==> src/hw/rtl/sus_pkg.sv <==
// Shared types and codes for the sorted unique set core.
`timescale 1ns / 1ps

package sus_pkg;

  // Fixed field widths of the stream payload
  localparam int unsigned OPERAND_W = 32;
  localparam int unsigned HELD_W    = 5;
  localparam int unsigned FUNC_W    = 2;
  localparam int unsigned STATUS_W  = 2;
  localparam int unsigned OUT_TDATA_W = 40;  // 38 payload bits padded to bytes

  // Operation select
  typedef enum logic [FUNC_W-1:0] {
    FN_INSERT  = 2'd0,
    FN_DEL_MIN = 2'd1,
    FN_DEL_MAX = 2'd2,
    FN_QUERY   = 2'd3
  } func_t;

  // Result status
  typedef enum logic [STATUS_W-1:0] {
    ST_DONE  = 2'd0,
    ST_DUP   = 2'd1,
    ST_FULL  = 2'd2,
    ST_EMPTY = 2'd3
  } status_t;

  // Broadcast update command from the controller to every cell
  typedef struct packed {
    logic ins;    // insert operand at its sorted place
    logic shl;    // shift every entry one cell toward the head
  } cell_ctl_t;

  // Per-cell compare result against the broadcast operand
  typedef struct packed {
    logic lt;     // occupied and holds a value below the operand
    logic eq;     // occupied and holds the operand
  } cell_flags_t;

endpackage

==> src/hw/rtl/sus_cell.sv <==
// One storage cell of the sorted chain: compare against operand, shift or load.
`timescale 1ns / 1ps

module sus_cell
  import sus_pkg::*;
#(
  parameter int unsigned VALUE_BITS = 32
) (
  input  logic                  clk,
  input  cell_ctl_t             ctl,
  input  logic [VALUE_BITS-1:0] operand,
  input  logic                  occ,       // cell index is below the count
  input  logic                  left_lt,   // left neighbor below operand (head: 1)
  input  logic [VALUE_BITS-1:0] left_val,
  input  logic [VALUE_BITS-1:0] right_val, // tail cell feeds back its own value
  output logic [VALUE_BITS-1:0] val,
  output cell_flags_t           flags
);

  logic [VALUE_BITS-1:0] val_r;
  logic [VALUE_BITS-1:0] val_nxt;

  assign val = val_r;

  // Signed compare with the broadcast operand
  always_comb begin
    flags.lt = occ && ($signed(val_r) < $signed(operand));
    flags.eq = occ && (val_r == operand);
  end

  // Insert: smaller values stay, the first larger cell loads the operand,
  // the rest take their left neighbor. Delete-min: take the right neighbor.
  always_comb begin
    val_nxt = val_r;
    if (ctl.ins) begin
      if (!flags.lt) begin
        val_nxt = left_lt ? operand : left_val;
      end
    end else if (ctl.shl) begin
      val_nxt = right_val;
    end
  end

  always_ff @(posedge clk) begin
    val_r <= val_nxt;
  end

endmodule

==> src/hw/rtl/sorted_unique_set_core.sv <==
// Top level of the sorted unique set: cell chain, controller and result register.
`timescale 1ns / 1ps
// Sorted unique set core.
// Holds up to CAPACITY distinct signed values in ascending order in a chain
// of cells. Input beats (in_*) carry the operation in in_tuser and the
// operand in in_tdata: insert, delete smallest, delete largest or query.
// Every input beat yields exactly one result beat (out_*): status in
// out_tuser, removed value, found flag and count held in out_tdata.
// The operand is broadcast to all cells, which compare it in parallel and
// shift or load in the same cycle; the result appears in the cycle after
// the input beat is accepted, and a new beat is accepted every cycle while
// the receiver keeps taking results.
// Throughput is set by the broadcast compare and shift.
// When the receiver stalls, the result stays in the output register and
// in_tready drops until that result is taken.
// Reset (rst_n low, synchronous) empties the set and drops out_tvalid;
// cell contents are not cleared, only the count.
module sorted_unique_set_core
  import sus_pkg::*;
#(
  parameter int unsigned CAPACITY   = 16,
  parameter int unsigned VALUE_BITS = 32
) (
  input  logic                   clk,
  input  logic                   rst_n,
  // input channel
  input  logic                   in_tvalid,
  output logic                   in_tready,
  input  logic [OPERAND_W-1:0]   in_tdata,   // [31:0] operand
  input  logic [FUNC_W-1:0]      in_tuser,   // [1:0] func
  // result channel
  output logic                   out_tvalid,
  input  logic                   out_tready,
  output logic [OUT_TDATA_W-1:0] out_tdata,  // [31:0] removed_value, [32] found,
                                             // [37:33] held_count, [39:38] zero
  output logic [STATUS_W-1:0]    out_tuser   // [1:0] status
);

  localparam int unsigned CW    = $clog2(CAPACITY + 1);
  localparam int unsigned EXT_W = (VALUE_BITS > OPERAND_W) ? VALUE_BITS : OPERAND_W;

  // Control and result registers
  logic [CW-1:0]         count_r, count_nxt;
  logic                  out_valid_r;
  status_t               status_r, status_nxt;
  logic [OPERAND_W-1:0]  removed_r, removed_nxt;
  logic                  found_r, found_nxt;
  logic [HELD_W-1:0]     held_r;

  // Cell chain signals
  logic [VALUE_BITS-1:0] cell_val [CAPACITY];
  cell_flags_t           cell_flags [CAPACITY];
  logic [CAPACITY-1:0]   occ;
  logic [CAPACITY-1:0]   eq_vec;
  logic [CAPACITY-1:0]   last_sel;
  cell_ctl_t             ctl;

  logic                  fire;
  func_t                 func;
  logic [EXT_W-1:0]      operand_ext;
  logic [VALUE_BITS-1:0] operand;
  logic                  found, empty, full;
  logic [VALUE_BITS-1:0] last_val;

  // Handshake: accept whenever the result register is free or being drained
  assign in_tready = !out_valid_r || out_tready;
  assign fire      = in_tvalid && in_tready;
  assign func      = func_t'(in_tuser);

  // Sign-extend the operand, then fit it to the stored width
  assign operand_ext = EXT_W'($signed(in_tdata));
  assign operand     = operand_ext[VALUE_BITS-1:0];

  // Occupancy and selection of the tail entry from the count
  always_comb begin
    for (int i = 0; i < CAPACITY; i++) begin
      occ[i]      = CW'(i) < count_r;
      last_sel[i] = (CW'(i + 1) == count_r);
      eq_vec[i]   = cell_flags[i].eq;
    end
  end

  always_comb begin
    last_val = '0;
    for (int i = 0; i < CAPACITY; i++) begin
      last_val = last_val | (cell_val[i] & {VALUE_BITS{last_sel[i]}});
    end
  end

  assign found = |eq_vec;
  assign empty = (count_r == '0);
  assign full  = (count_r == CW'(CAPACITY));

  // Broadcast command to the chain
  always_comb begin
    ctl.ins = fire && (func == FN_INSERT) && !found && !full;
    ctl.shl = fire && (func == FN_DEL_MIN) && !empty;
  end

  // Cell chain
  for (genvar g = 0; g < CAPACITY; g++) begin : g_cell
    logic                  left_lt;
    logic [VALUE_BITS-1:0] left_val;
    logic [VALUE_BITS-1:0] right_val;

    if (g == 0) begin : g_head
      assign left_lt  = 1'b1;
      assign left_val = operand;
    end else begin : g_body
      assign left_lt  = cell_flags[g-1].lt;
      assign left_val = cell_val[g-1];
    end

    if (g == CAPACITY - 1) begin : g_tail
      assign right_val = cell_val[g];
    end else begin : g_inner
      assign right_val = cell_val[g+1];
    end

    sus_cell #(
      .VALUE_BITS(VALUE_BITS)
    ) u_cell (
      .clk      (clk),
      .ctl      (ctl),
      .operand  (operand),
      .occ      (occ[g]),
      .left_lt  (left_lt),
      .left_val (left_val),
      .right_val(right_val),
      .val      (cell_val[g]),
      .flags    (cell_flags[g])
    );
  end

  // Result and count update
  always_comb begin
    count_nxt   = count_r;
    status_nxt  = ST_DONE;
    removed_nxt = '0;
    found_nxt   = 1'b0;
    case (func)
      FN_INSERT: begin
        found_nxt = found;
        if (found) begin
          status_nxt = ST_DUP;
        end else if (full) begin
          status_nxt = ST_FULL;
        end else begin
          count_nxt = count_r + CW'(1);
        end
      end
      FN_DEL_MIN: begin
        if (empty) begin
          status_nxt = ST_EMPTY;
        end else begin
          removed_nxt = OPERAND_W'(EXT_W'(cell_val[0]));
          count_nxt   = count_r - CW'(1);
        end
      end
      FN_DEL_MAX: begin
        if (empty) begin
          status_nxt = ST_EMPTY;
        end else begin
          removed_nxt = OPERAND_W'(EXT_W'(last_val));
          count_nxt   = count_r - CW'(1);
        end
      end
      FN_QUERY: begin
        found_nxt = found;
      end
      default: begin
        status_nxt = ST_DONE;
      end
    endcase
  end

  // Control state
  always_ff @(posedge clk) begin
    if (!rst_n) begin
      count_r     <= '0;
      out_valid_r <= 1'b0;
    end else begin
      if (fire) begin
        count_r <= count_nxt;
      end
      if (fire) begin
        out_valid_r <= 1'b1;
      end else if (out_tready) begin
        out_valid_r <= 1'b0;
      end
    end
  end

  // Result payload
  always_ff @(posedge clk) begin
    if (fire) begin
      status_r  <= status_nxt;
      removed_r <= removed_nxt;
      found_r   <= found_nxt;
      held_r    <= HELD_W'(count_nxt);
    end
  end

  assign out_tvalid = out_valid_r;
  assign out_tuser  = status_r;
  assign out_tdata  = {{(OUT_TDATA_W - OPERAND_W - 1 - HELD_W){1'b0}},
                       held_r, found_r, removed_r};

`ifndef SYNTHESIS
  a_count_bound: assert property (@(posedge clk) disable iff (!rst_n)
    count_r <= CW'(CAPACITY))
    else $error("count exceeds capacity");

  a_insert_grows: assert property (@(posedge clk) disable iff (!rst_n)
    ctl.ins |=> count_r == $past(count_r) + CW'(1))
    else $error("insert did not grow the count");

  a_fire_result: assert property (@(posedge clk) disable iff (!rst_n)
    fire |=> out_valid_r)
    else $error("accepted beat produced no result");

  a_empty_zero: assert property (@(posedge clk) disable iff (!rst_n)
    (out_valid_r && status_r == ST_EMPTY) |-> (held_r == '0 && removed_r == '0))
    else $error("empty status with nonzero count or value");
`endif

endmodule
==> config.mk <==
export PLATFORM = sky130hd
export DESIGN_NAME = sorted_unique_set_core
export DESIGN_NICKNAME = d
export VERILOG_FILES = /design/src/hw/rtl/sus_pkg.sv /design/src/hw/rtl/sus_cell.sv /design/src/hw/rtl/sorted_unique_set_core.sv
export SDC_FILE = /design/constraint.sdc
export NUM_CORES = 2
export LEC_CHECK = 0
export ABC_AREA = 1
export BUFFER_PORTS_ARGS = -buffer_cell sky130_fd_sc_hd__clkbuf_2
export CAP_MARGIN = 0
export CORE_ASPECT_RATIO = 1.25
export CORE_MARGIN = 3
export CORE_UTILIZATION = 30
export DETAILED_ROUTE_END_ITERATION = 10
export GPL_ROUTABILITY_DRIVEN = 0
export PLACE_DENSITY = 0.57
export RECOVER_POWER = 100
export SYNTH_ARGS = -nofsm -noshare
export SYNTH_HDL_FRONTEND = slang
export SYNTH_SLANG_ARGS = --single-unit
export TNS_END_PERCENT = 10
==> constraint.sdc <==
create_clock -name clk -period 4.6 [get_ports clk]
set_input_delay 0.46 -clock clk [delete_from_list [all_inputs] [get_ports clk]]
set_output_delay 0.46 -clock clk [all_outputs]
set_load 0.1 [all_outputs]
==> key figures <==
Synthesis
  – Mean post-synth cell area: 7.46 µm²
  – Distinct cells, synth: 45
  – Post-synthesis instance total: 5828
  – Sequential-to-total area share from yosys stat: 38.4%
  – Number of synthesized register bits: 558
  – Post-synthesis cell area: 43500 µm²
  – Syn. warnings: 0

Run status
  – Failing checks: capacitance limit, slew limit
  – Status: finished, violations left

Clock tree
  – CTS clk-pin slew, worst paths: 0.06 ns
  – Clock root cell: clkbuf_16
  – CTS hold repair buffers: 0
  – PostCTS Resize Cnt: 0
  – CTS Sinks: 558
  – # H-tree levels: 2
  – Clock buffer depth: 3
  – Clk Latency, worst-skew pair: 0.71 ns
  – CTS tree: done
  – CTS Buf Count: 61
  – Post-CTS setup buffers: 0

Worst setup path
  – Critical path data required time: 4.93 ns
  – Buffers & Inverters on Critical Path: 2
  – Crit path arrival time: 4.66 ns
  – Reg-to-reg startpoint: g_cell[14].u_cell.val[3]$_DFFE_PP_
  – CP max FO: 18
  – Crit-path max cell delay: 0.68 ns
  – Critical path startpoint category: register
  – Setup CP Type: reg2reg
  – Critical path's top delay family: compound AO/OA/AOI/OAI gates
  – Stages on worst setup path: 12
  – Crit path cell chain: ha_1, a21oi_1, o21ai_0, a21oi_1, nor2_1, o21ai_0, clkbuf_1, nand2_1, o21ai_0, nand2_1, nand2_1, clkbuf_4
  – CP Capture Type: register
  – Critical path's slowest cell: o21ai_0
  – Critical Path Start: g_cell[14].u_cell.val[3]$_DFFE_PP_
  – Worst reg-to-reg path cell count: 12

Global routing
  – Antenna violations before repair: 14
  – Vias in the first global route: 41700
  – Largest net degree at the start of global routing: 173
  – GRT Util Overall: 28.2%
  – First-pass GRT wire length: 304 mm
  – Gr ovfl total: 0

Pwr
  – Pwr/cell area: 323 nW/µm²
  – Leak Pwr: 24.6 nW
  – VDD IR max: 0.000319 V

Finish
  – Final nets: 6488
  – Sequential cell area: 16700 µm²
  – Area growth syn-to-layout: 12.9%
  – Share of cells above drive strength 1: 5.92%
  – Layout fillers: 15100
  – Area occupied by multi-input gates: 23900 µm²

Timing
  – Clock Skew: 0.0281 ns
  – Rel. slew slack: -64.7%
  – Pins Over Slew Limit: 36
  – Final worst setup slack: 0.262 ns
  – Fmax achieved: 0.231 GHz
  – Fin. Hold Viols: 0
  – Final min period: 4.34 ns
  – Unrepaired setup endpoints after global routing: false
  – Final period utilization: 94.3%
  – Worst Max-Slew Pin Slew: 2.47 ns
  – Final setup fails: 0
  – Setup TNS: 0 ns

Floorplanning
  – Num ports: 82
  – Row count: 155
  – Die Y: 432 µm
  – Initial Util: 30.3%
  – Core Area: 143000 µm²
  – Die Span X: 346 µm
  – Area of the die: 149000 µm²

Route
  – WL final: 219 mm
  – DR pass1 iterations: 9
  – Iter 0 DRT Violations: 6348
  – DR vias: 44700
  – Vias per inst: 5.68
  – Antenna Violating Nets Remaining: 0
  – DRC: 0
  – DR WL/cell: 27.8 µm

Placed design
  – Place WS: 0.288 ns
  – DPL Wire Length: 158 mm
  – Input/output buffers: 79

Worst hold path
  – WHS Path Cells: 4
  – HP Start: out_tready
  – Hold WC Path Type: in2reg

Job
  – Max Cap Viol: 1
## metrics by stage
step / power, mW / instance area [µm²] / utilization [%] / hold WS (ns) / std cells
after floorplan: 8.85 / 43500 / - / 0.520 / 5829
after global placement: 10.7 / 47400 / 33.1 / 0.501 / 7750
after detailed placement: 10.8 / 47400 / 33.1 / 0.519 / 7750
after CTS: 15.7 / 49300 / 34.4 / 0.0690 / 7863
after global routing: 16.3 / 49000 / 34.2 / 0.103 / 7863
final: 15.9 / 49000 / 34.2 / 0.0735 / 7875
## flip-flops by register name, summed over array words and instances, names as in the netlist
signal / cells
count_r: 5
found_r: 1
g_cell.u_cell.val: 512
held_r: 5
out_tuser: 2
out_tvalid: 1
removed_r: 32
## report_power, final
part	internal (mW)	switching [mW]	leakage [nW]
Combinational	1.17	3.20	18.5
Clock	2.67	2.37	0.918
Sequential	6.07	0.369	5.17
## layout by cell type (no fill, tap or decap), types with 4 or more instances in the layout
| cell type | synthesis | layout |
|---|---|---|
| nand2_1 | 2622 | 2633 |
| o2111ai_1 | 4 | 4 |
| buf_12 | 0 | 43 |
| inv_2 | 5 | 4 |
| dfxtp_1 | 6 | 6 |
| o221ai_1 | 14 | 14 |
| nand3_2 | 0 | 12 |
| o22ai_1 | 105 | 105 |
| clkinv_2 | 0 | 14 |
| and2_1 | 4 | 4 |
| diode_2 | 0 | 12 |
| clkbuf_16 | 0 | 61 |
| clkinv_1 | 6 | 19 |
| o211ai_1 | 16 | 16 |
| nor2_1 | 267 | 267 |
| nand4_1 | 29 | 29 |
| nand2_2 | 19 | 8 |
| ha_1 | 521 | 521 |
| edfxtp_1 | 552 | 552 |
| nand3_1 | 85 | 73 |
| a211oi_1 | 16 | 16 |
| a21oi_1 | 306 | 306 |
| nand3b_1 | 13 | 13 |
| clkbuf_2 | 0 | 55 |
| o21ai_0 | 350 | 376 |
| buf_4 | 7 | 131 |
| clkinvlp_4 | 0 | 6 |
| inv_1 | 482 | 481 |
| o21a_1 | 6 | 6 |
| a221oi_1 | 98 | 98 |
| clkbuf_1 | 139 | 63 |
| bufinv_16 | 0 | 4 |
## final cells by class
class	instances	area share (%)
multi-input cells	4533	48.7
repair buffers	282	4.74
diodes	12	0.0612
well taps	1884	4.81
flip-flops and latches	558	34.0
clock buffers	74	3.23
inverters	493	3.79
clock inverters	39	0.625
## synth_stat cells, drive strengths merged
library cell  number  area, µm²
nand2           2641       9960
edfxtp           552      16600
ha               521       6520
inv              487       1830
o21ai            379       1900
a21oi            306       1530
nor2             272       1050
clkbuf           139        522
buf              106        571
o22ai            105        657
a221oi            98        858
nand3             85        425
nand4             30        194
a211oi            16        120
o211ai            16        120
o221ai            14        123
nand3b            13       97.6
clkinv             6       22.5
dfxtp              6        120
o21a               6       45.0
and2               4       25.0
o2111ai            4       35.0
a31oi              3       18.8
nor4               3       18.8
xor2               3       26.3
a2111oi            2       17.5
a21o               2       15.0
o21bai             2       15.0
or2                2       12.5
a21boi             1       7.51
a22oi              1       7.51
conb               1       3.75
o2bb2ai            1       8.76
xnor2              1       8.76
## worst reg2reg max path, delay by kind of cell, from the launching register on
kind | cells | cell delay [ns]
simple gates | 4 | 0.43
buf+inv | 2 | 0.75
fa+ha+maj | 1 | 0.34
flops | 1 | 0.50
compound gates | 5 | 1.92
## cell families after synthesis
kind of cell               synth area share, %
and+or+nand+nor                           27.1
AOI/OAI and AO/OA                         12.6
xor gates and xnor gates                0.0806
buffers and inverters                     6.77
other                                  0.00863
DFF                                       38.4
adders and majority gates                 15.0
## final timing paths
path	slack [ns]	end
worst max-delay path	0.26	g_cell[14].u_cell.val[29]$_DFFE_PP_
worst min-delay path	0.07	out_tvalid$_SDFFE_PN0P_
worst max register to register	0.26	g_cell[14].u_cell.val[29]$_DFFE_PP_
worst min register to register	0.52	out_tvalid$_SDFFE_PN0P_
## metal layers
layer	GRT usage (%)	wire (µm)	vias up
li1	-	-	19700
met1	32.9	75500	20500
met2	42.9	93300	3440
met3	7.66	27100	1028
met4	24.5	22900	16
met5	0	110	-
(Power assumes the default switching activity.)
